[src/design/frontier_direction_search_assert.svh]
// assertion macros for the frontier search block
`ifndef FRONTIER_DIRECTION_SEARCH_ASSERT_SVH
`define FRONTIER_DIRECTION_SEARCH_ASSERT_SVH
`define FDS_ASSERT_IMP(label, a, c) \
	label: assert property (@(posedge clk) disable iff (!arst_n) (a) |-> (c)) \
		else $error("assertion failed");
`define FDS_ASSERT_NXT(label, a, c) \
	label: assert property (@(posedge clk) disable iff (!arst_n) (a) |=> (c)) \
		else $error("assertion failed");
`endif

[src/design/fds_heading.sv]
`timescale 1ns / 1ps
// heading reduced mod 360 and rounded to a direction by reciprocal multiplication,
// three stages (s1, s2, s3) and an output register; done pulses as dir is loaded
module fds_heading (
	input  logic clk,
	input  logic arst_n,
	input  logic start,
	input  logic signed [15:0] heading,
	output logic done,
	output logic [2:0] dir
);
	logic [16:0] a_s1, a_s2;
	logic [7:0] q_s2;
	logic [8:0] r_s3;
	logic v_s1, v_s2, v_s3;
	logic [33:0] qprod;
	logic [16:0] qmul;
	logic [8:0] rem;
	logic [18:0] dprod;
	// floor(a/360) as a*ceil(2^25/360) >> 25, exact for a below 381000
	assign qprod = 34'(a_s1) * 34'd93207;
	assign qmul = 17'(q_s2) * 17'd360;
	assign rem = 9'(a_s2 - qmul);
	// floor(x/45) as x*365 >> 14, exact for x below 399
	assign dprod = 19'(10'(r_s3) + 10'd22) * 19'd365;
	always_ff @(posedge clk or negedge arst_n) begin
		if (!arst_n) begin
			a_s1 <= '0;
			a_s2 <= '0;
			q_s2 <= '0;
			r_s3 <= '0;
			v_s1 <= 1'b0;
			v_s2 <= 1'b0;
			v_s3 <= 1'b0;
			done <= 1'b0;
			dir <= 3'd0;
		end else begin
			v_s1 <= start;
			// offset by 360*92 keeps it positive and congruent
			if (start) a_s1 <= 17'(signed'(heading) + 17'sd33120);
			v_s2 <= v_s1;
			a_s2 <= a_s1;
			q_s2 <= qprod[32:25];
			v_s3 <= v_s2;
			r_s3 <= rem;
			done <= v_s3;
			if (v_s3) dir <= dprod[16:14];
		end
	end
endmodule

[config.mk]
export PLATFORM = sky130hd
export DESIGN_NAME = fds_heading
export DESIGN_NICKNAME = d
export VERILOG_FILES = /design/src/design/frontier_direction_search_assert.svh /design/src/design/fds_heading.sv
export SDC_FILE = /design/constraint.sdc
export NUM_CORES = 1
export LEC_CHECK = 0
export BUFFER_PORTS_ARGS = -buffer_cell sky130_fd_sc_hd__buf_4
export CAP_MARGIN = 20
export CORE_ASPECT_RATIO = 1.25
export CORE_UTILIZATION = 60
export DETAILED_ROUTE_END_ITERATION = 6
export GPL_TIMING_DRIVEN = 0
export PLACE_DENSITY = 0.77
export SETUP_SLACK_MARGIN = 0.2
export SKIP_LAST_GASP = 1
export SLEW_MARGIN = 5
export SYNTH_ARGS = -nofsm -noshare
export SYNTH_HDL_FRONTEND = slang
export SYNTH_SLANG_ARGS = --single-unit
[constraint.sdc]
create_clock -name clk -period 6.4 [get_ports clk]
set_input_delay 0.64 -clock clk [delete_from_list [all_inputs] [get_ports clk]]
set_output_delay 0.64 -clock clk [all_outputs]
set_load 0.1 [all_outputs]
==> results of run 1 <==
==> final cells by class <==
cell class	count	area [um^2]
plain buffers	3	11.3
fillers	962	4340
flip-flops and latches	48	1200
multi-input cells	495	5810
repair buffers	22	165
clock buffers	6	139
well taps	168	210
clock inverters	2	15.0
inverters	251	942
==> per-layer routing <==
metal / vias to the layer above / routed length, um
li1: 2534 / -
met1: 2656 / 6290
met2: 100 / 9140
met3: 47 / 367
met4: 0 / 735
met5: - / 0
==> cells in the mapped netlist (all sizes together) (11+ instances only) <==
library cell,number,area share (%)
dfrtp,48,15
a21oi,27,1.7
nand3,11,0.69
a21o,14,1.4
nand2,15,0.71
inv,251,12
fa,115,29
xnor2,34,3.7
xor2,12,1.3
ha,164,26
o21ai,11,0.69
nor2,18,0.85
==> flip-flops by register name (all words and copies together), names as in the netlist <==
signal	count
a_s1	17
a_s2	9
r_s3	9
q_s2	6
dir	3
done	1
v_s1	1
v_s2	1
v_s3	1
==> stage by stage <==
step	hold WS [ps]	cell area (um^2)	instances	setup WS, ps	utilization, %
5_1_grt	354	8490	995	386	66.2
4_1_cts	350	8490	995	649	66.2
3_3_place_gp	333	8340	987	724	65.0
6_report	345	8490	995	642	66.2
2_1_floorplan	331	7960	797	1190	-
3_5_place_dp	336	8340	987	687	65.0
==> worst paths after layout <==
check,startpoint,end,cells past startpoint
worst max-delay path,a_s1[7]$_DFFE_PN0P_,q_s2[5]$_DFF_PN0_,17
worst min-delay path,arst_n,q_s2[1]$_DFF_PN0_,1
worst max register to register,a_s1[7]$_DFFE_PN0P_,q_s2[5]$_DFF_PN0_,17
worst min register to register,a_s2[1]$_DFF_PN0_,r_s3[1]$_DFF_PN0_,0
max in group asynchronous,arst_n,a_s1[14]$_DFFE_PN0P_,1
min in group clk,a_s2[1]$_DFF_PN0_,r_s3[1]$_DFF_PN0_,0
==> logic make-up after synthesis <==
kind of cell	share of synthesized area, %
and+or+nand+nor	5.11
AOI/OAI and AO/OA	6.44
muxes	1.65
adders and majority gates	54.7
xor gates and xnor gates	5.06
DFF	15.1
buffers and inverters	12.0
==> metrics.txt, run 1 <==
Hold-fix buffers, CTS 0; initial antenna violation count 0; RD Place Congestion between 0.9 and 1; nature of the critical path endpoint flip-flop; Slew headroom 58.7%; # IOs 23; vias in the first global route ~5700; register bit count reported by yosys 48; global-route wire length before repair about 27 mm; Horiz. Die Dim approximately 110 um; grt ovf 0; Max-Cap Viols 0; ant diodes 0; CTS tree done; # setup viols final 0; most frequent cells in the layout 251 x inv_1, 164 x ha_1, 115 x fa_1, 48 x dfrtp_1, 34 x xnor2_1; die height 131 um; ratio of cells with drive above 1 in the final layout under 10%; RSZ-0062 raised after global routing no; GR Util met1 between 20 and 30%; ANT nets after route 0; M3 GR Usage under 10%; Iteration-0 DRC Markers 175; worst slew pin tran between 600 and 700 ps; skew final between 9 and 10 ps; most common cell after layout, fill and taps aside inv_1; gr busiest metal met2; Syn Std Cell Area between 7000 and 8000 um^2; vias 5337; Post-CTS Resized 0; number of flops mapped to enable cells by yosys 0; CP peak stage delay slightly above 600 ps; first drt pass iteration count 4; clock tree sinks 48; Initial Utilization ~62%; die footprint 13700 um^2; clk slew on worst S/H paths about 70 ps; sequential-to-total area share from yosys stat about 15%; Clock Tree Buf Depth 2; critical path launch point type flip-flop; Total Neg Setup Slack 0 ps; clock latency on the worst-skew pair ~300 ps; count of input and output buffers 22; Netlist cell types 43; Arr. time, crit path slightly below 6000 ps; Tcrit/Tclk final between 80 and 90%; fmax between 150 and 200 MHz; placeable core area 12800 um^2; area grow syn2layout 6.65%; most frequent cell on the critical path fa_1; vias per cell about 5.4; global-route usage over all layers roughly a quarter; largest net degree at the start of global routing a little under 50; CP Max Fanout 7; final hold vios 0; Req. time, crit path 6560 ps; Total Nets Final between 1000 and 1500; drt drc 0; GR Layer Usage met2 51.1%; syn avg cell area 9.99 um^2; wire length per cell between 15 and 20 um; critical path, cell by cell ha_1 > inv_1 > fa_1 > fa_1 > inv_1 > fa_1 > inv_1 > fa_1 > fa_1 > inv_1 > ha_1 > a21o_1 > a31oi_1 > a21oi_1 > o31a_1 > o41ai_2 > xnor2_1; Site Rows 46; CTS H-tree lvls 2; Final Max Slew Viols 0; reg-to-reg slack, setup between 600 and 700 ps; Post-synth ARST share 100%; detailed-route wire length around 17 mm; CP top delay family adder cells; worst setup path class flip-flop to flip-flop; worst path bufs/invs 4; min Tclk post-route roughly 5800 ps; HP Class input pin to async pin; DP HPWL 14.4 mm; Slowest-stage cell, CP dfrtp_1; Synth Net Count approximately 1100; clock root buffer clkbuf_16; status complete, no violations; # Post-CTS Setup Buffers 0; TritonCTS Buffers 5; Main synth FF type dfrtp_1; Cells after Synth 797; YS warnings 0
Power of run 1 is not shown: default switching activity piles up to over one toggle a cycle in this logic, so the estimate is an artifact.
==> run 2, diff against run 1 <==
Settings changed: CORE_ASPECT_RATIO 1.25 to not set.
==> run 2 against run 1 <==
Critical path depth unchanged. Design area about the same. Register-to-register slack about the same. Worst hold slack improved by 3.0 ps. First-iteration DRC count decreased by 12%. Via count decreased by 0.13%. Largest cell class unchanged.
==> metrics.txt, run 2 (synthesis gave the netlist of run 1 again) <==
status complete, no violations; Biggest register a_s1; Req. time, crit path 6610 ps (+50 ps); die footprint 13700 um^2 (about the same); # setup viols final 0 (unchanged); Max-Cap Viols 0 (unchanged); clock tree sinks 48 (unchanged); Clock Tree Buf Depth 2 (unchanged); first drt pass iteration count 5 (+1); worst path bufs/invs 4 (unchanged); RSZ-0062 raised after global routing no; HP Class input pin to async pin; # IOs 23 (unchanged); Slew headroom 51.4% (-7.4 points); worst setup path class flip-flop to flip-flop; grt ovf 0 (unchanged); Site Rows 41 (-11%); nature of the critical path endpoint flip-flop; worst slew pin tran 722 ps (+103 ps); clock root buffer clkbuf_16; Arr. time, crit path 5970 ps (+50 ps); # Post-CTS Setup Buffers 0 (unchanged); min Tclk post-route 5760 ps (+2.74 ps); critical path, cell by cell ha_1 > inv_1 > fa_1 > fa_1 > inv_1 > fa_1 > inv_1 > fa_1 > fa_1 > inv_1 > ha_1 > a21o_1 > a31oi_1 > a21oi_1 > o31a_1 > o41ai_2 > xnor2_1; Total Nets Final 1124 (unchanged); max reg flops 17 (unchanged); wire length per cell 16.3 um (-2.0%); Horiz. Die Dim 117 um (+12%); global-route usage over all layers 26.8% (+0.50 points); Total Neg Setup Slack 0 ps (unchanged); most frequent cell on the critical path fa_1; fmax 174 MHz (about the same); clock latency on the worst-skew pair 290 ps (about the same); largest net degree at the start of global routing 49 (unchanged); CP peak stage delay 580 ps (-40 ps); Final Max Slew Viols 0 (unchanged); CP top delay family adder cells; skew final 3.26 ps (-6.06 ps); CP Max Fanout 7 (unchanged); TritonCTS Buffers 5 (unchanged); Slowest-stage cell, CP fa_1; Regs by FF count a_s1 x17, a_s2 x9, r_s3 x9; RD Place Congestion 0.931 (-0.99%); Post-CTS Resized 0 (unchanged); detailed-route wire length 16.3 mm (-1.6%); Hold-fix buffers, CTS 0 (unchanged); vias in the first global route 6010 (+5.2%); CTS H-tree lvls 2 (unchanged); most frequent cells in the layout 251 x inv_1, 164 x ha_1, 115 x fa_1, 48 x dfrtp_1, 34 x xnor2_1; initial antenna violation count 0 (unchanged); ratio of cells with drive above 1 in the final layout 5.20% (-0.12 points); area grow syn2layout 6.66% (about the same); count of input and output buffers 22 (unchanged); most common cell after layout, fill and taps aside inv_1; placeable core area 12800 um^2 (-0.48%); ANT nets after route 0 (unchanged); die height 117 um (-10%); vias 5330 (-0.13%); DP HPWL 14.3 mm (-0.85%); clk slew on worst S/H paths 60 ps (about the same); CTS tree done; Tcrit/Tclk final 90.0% (about the same); final hold vios 0 (unchanged); global-route wire length before repair 28.0 mm (+1.9%); Initial Utilization 62.3% (+0.30 points); critical path launch point type flip-flop; Filler Cells Inserted 984 (+2.3%); drt drc 0 (unchanged); vias per cell 5.34 (-0.53%); Iteration-0 DRC Markers 154 (-12%); ant diodes 0 (unchanged)
-- run 2: path summary, 6_finish.rpt --
kind | cells past startpoint | to | slack, ps | from
max in group asynchronous | 1 | q_s2[3]$_DFF_PN0_ | 5640 | arst_n
max reg2reg | 17 | q_s2[5]$_DFF_PN0_ | 640 | a_s1[7]$_DFFE_PN0P_
max | 17 | q_s2[5]$_DFF_PN0_ | 640 | a_s1[7]$_DFFE_PN0P_
min | 1 | a_s1[4]$_DFFE_PN0P_ | 350 | arst_n
min in group clk | 0 | r_s3[1]$_DFF_PN0_ | 350 | a_s2[1]$_DFF_PN0_
min reg2reg | 0 | r_s3[1]$_DFF_PN0_ | 350 | a_s2[1]$_DFF_PN0_
-- run 2: layer usage --
layer  track usage [%]  routed length, um  share of wire [%]
met5                 0                  0                  0
met4              9.62                484                3.0
met3              3.45                443                2.7
met2              49.8               8730                 54
met1              31.7               6610                 41
-- run 2: stage by stage --
stage	area [um^2]	util, %	setup slack, ps	std cells	hold slack, ps
2_1_floorplan	7960	-	1190	797	331
3_3_place_gp	8340	65.3	700	991	332
3_5_place_dp	8340	65.3	672	991	335
4_1_cts	8490	66.5	628	999	349
5_1_grt	8490	66.5	344	999	364
6_report	8490	66.5	639	999	348
-- run 2: layout make-up --
class | instances | area, um^2 | share of cell area, %
Tap cell | 172 | 215 | 2.53
Multi-Input combinational cell | 495 | 5810 | 68.4
Sequential cell | 48 | 1200 | 14.1
Buffer | 3 | 11.3 | 0.133
Timing Repair Buffer | 22 | 165 | 1.94
Clock inverter | 1 | 7.51 | 0.0884
Inverter | 251 | 942 | 11.1
Clock buffer | 7 | 143 | 1.68
-- run 2: worst register-to-register path, cell delays in order (launching register included) --
cell and delay [ps]:
dfrtp_1 520, ha_1 380, inv_1 110, fa_1 560, fa_1 560, inv_1 60, fa_1 520, inv_1 50
fa_1 500, fa_1 580, inv_1 50, ha_1 360, a21o_1 200, a31oi_1 210, a21oi_1 130, o31a_1 350
o41ai_2 360, xnor2_1 160
Power of run 2 is left out for the same reason.
==> run 3, diff against run 2 <==
Settings changed: GPL_TIMING_DRIVEN 0 to not set.
==> run 3 against run 2 <==
Sequential cell count did not move. Sequential share of layout area barely moved. Non-clock buffer count shrank 3. Design area increased by 0.12%. Critical path type unchanged. Largest cell class unchanged.
==> metrics.txt, run 3 (synthesis gave the netlist of run 1 again) <==
status complete, no violations; Tcrit/Tclk final 88.2% (-1.8 points); CTS tree done; die footprint 13700 um^2 (unchanged); Hold-fix buffers, CTS 0 (unchanged); wire length per cell 16.4 um (+0.63%); global-route usage over all layers 26.6% (-0.22 points); final hold vios 0 (unchanged); RD Place Congestion 0.963 (+3.5%); worst slew pin tran 621 ps (-101 ps); largest net degree at the start of global routing 49 (unchanged); register area 1200 um^2 (unchanged); detailed-route wire length 16.3 mm (+0.33%); Iteration-0 DRC Markers 174 (+13%); Horiz. Die Dim 117 um (unchanged); Regs by FF count a_s1 x17, a_s2 x9, r_s3 x9; initial antenna violation count 0 (unchanged); most common cell after layout, fill and taps aside inv_1; vias per cell 5.33 (-0.19%); Max-Cap Viols 0 (unchanged); clock tree sinks 48 (unchanged); Arr. time, crit path 5870 ps (-100 ps); worst r2r src a_s1[7]$_DFFE_PN0P_; Setup crit start a_s1[7]$_DFFE_PN0P_; RSZ-0062 raised after global routing no; DP HPWL 14.5 mm (+1.1%); clock latency on the worst-skew pair 300 ps (about the same); global-route wire length before repair 27.2 mm (-2.8%); fmax 177 MHz (+2.1%); # setup viols final 0 (unchanged); die height 117 um (unchanged); Final Max Slew Viols 0 (unchanged); CTS H-tree lvls 2 (unchanged); Biggest register a_s1; skew final 7.62 ps (+4.37 ps); count of input and output buffers 22 (unchanged); critical path launch point type flip-flop; clock root buffer clkbuf_16; top layer in use met4; max reg flops 17 (unchanged); vias in the first global route 5670 (-5.7%); Total Neg Setup Slack 0 ps (unchanged); drt drc 0 (unchanged); multi-input logic area 5810 um^2 (unchanged); placeable core area 12800 um^2 (unchanged); Slew headroom 58.6% (+7.2 points); Initial Utilization 62.3% (unchanged); first drt pass iteration count 4 (-1); DRT met1 WL 7.05 mm (+6.7%); most frequent cells in the layout 251 x inv_1, 164 x ha_1, 115 x fa_1, 48 x dfrtp_1, 34 x xnor2_1; Clock Tree Buf Depth 2 (unchanged); Req. time, crit path 6630 ps (+20 ps); ratio of cells with drive above 1 in the final layout 5.34% (+0.14 points); area grow syn2layout 6.79%; ant diodes 0 (unchanged); met3 wire len 480 um (+8.4%); HP Class input pin to async pin; nature of the critical path endpoint flip-flop; # IOs 23 (unchanged); worst setup path class flip-flop to flip-flop; ANT nets after route 0 (unchanged); Post-CTS Resized 0 (unchanged); grt ovf 0 (unchanged); min Tclk post-route 5640 ps (-117 ps); Filler Cells Inserted 984 (unchanged); TritonCTS Buffers 5 (unchanged); Total Nets Final 1121 (-0.27%); WL met2 8.30 mm (-5.0%); # Post-CTS Setup Buffers 0 (unchanged); CP Max Fanout 7 (unchanged); clk slew on worst S/H paths 70 ps (about the same); vias 5304 (-0.49%); Site Rows 41 (unchanged)
==> run 3: changes by cell type in the layout (fill, tap and decap cells not counted) <==
cell | previous run | this run
clkbuf_1 | 4 | 0
inv_6 | 0 | 1
clkbuf_8 | 1 | 0
bufinv_16 | 0 | 1
==> run 3: area by class of cell <==
type	instances	area share, %
Multi-Input combinational cell	495	68.3
Sequential cell	48	14.1
Inverter	251	11.1
Tap cell	172	2.53
Timing Repair Buffer	22	1.94
Clock buffer	5	1.47
Clock inverter	3	0.544
==> run 3: worst max-delay path: stages, from the launching register on <==
cell and delay [ps]:
dfrtp_1 490, ha_1 360, inv_1 90, fa_1 530, fa_1 550, inv_1 50
fa_1 530, inv_1 60, fa_1 500, fa_1 540, inv_1 40, ha_1 360
a21o_1 200, a31oi_1 260, a21oi_1 140, o31a_1 350, o41ai_2 350, xnor2_1 160
==> run 3: path summary, 6_finish.rpt <==
check	cells after the start	slack, ps	endpoint
hold reg to reg	0	350	v_s3$_DFF_PN0_
max in group asynchronous	1	5640	r_s3[5]$_DFF_PN0_
setup / recovery	17	760	q_s2[5]$_DFF_PN0_
min in group clk	0	350	v_s3$_DFF_PN0_
setup reg to reg	17	760	q_s2[5]$_DFF_PN0_
hold / removal	1	350	v_s3$_DFF_PN0_
==> run 3: through the flow <==
stage	area [um^2]	hold slack [ps]	util, %	std cells	worst slack [ps]
floorplan	7960	331	-	797	1190
global placement	8330	332	65.2	988	951
detailed placement	8330	336	65.2	988	829
CTS	8500	352	66.6	996	810
global route	8500	371	66.6	996	549
finish	8500	347	66.6	996	756
==> run 3: per-layer routing <==
layer	vias to the layer above	track usage (%)
met5	-	0
met4	0	9.54
met3	32	3.55
met2	102	46.9
met1	2640	33.4
li1	2530	-
Power of run 3 is left out for the same reason.
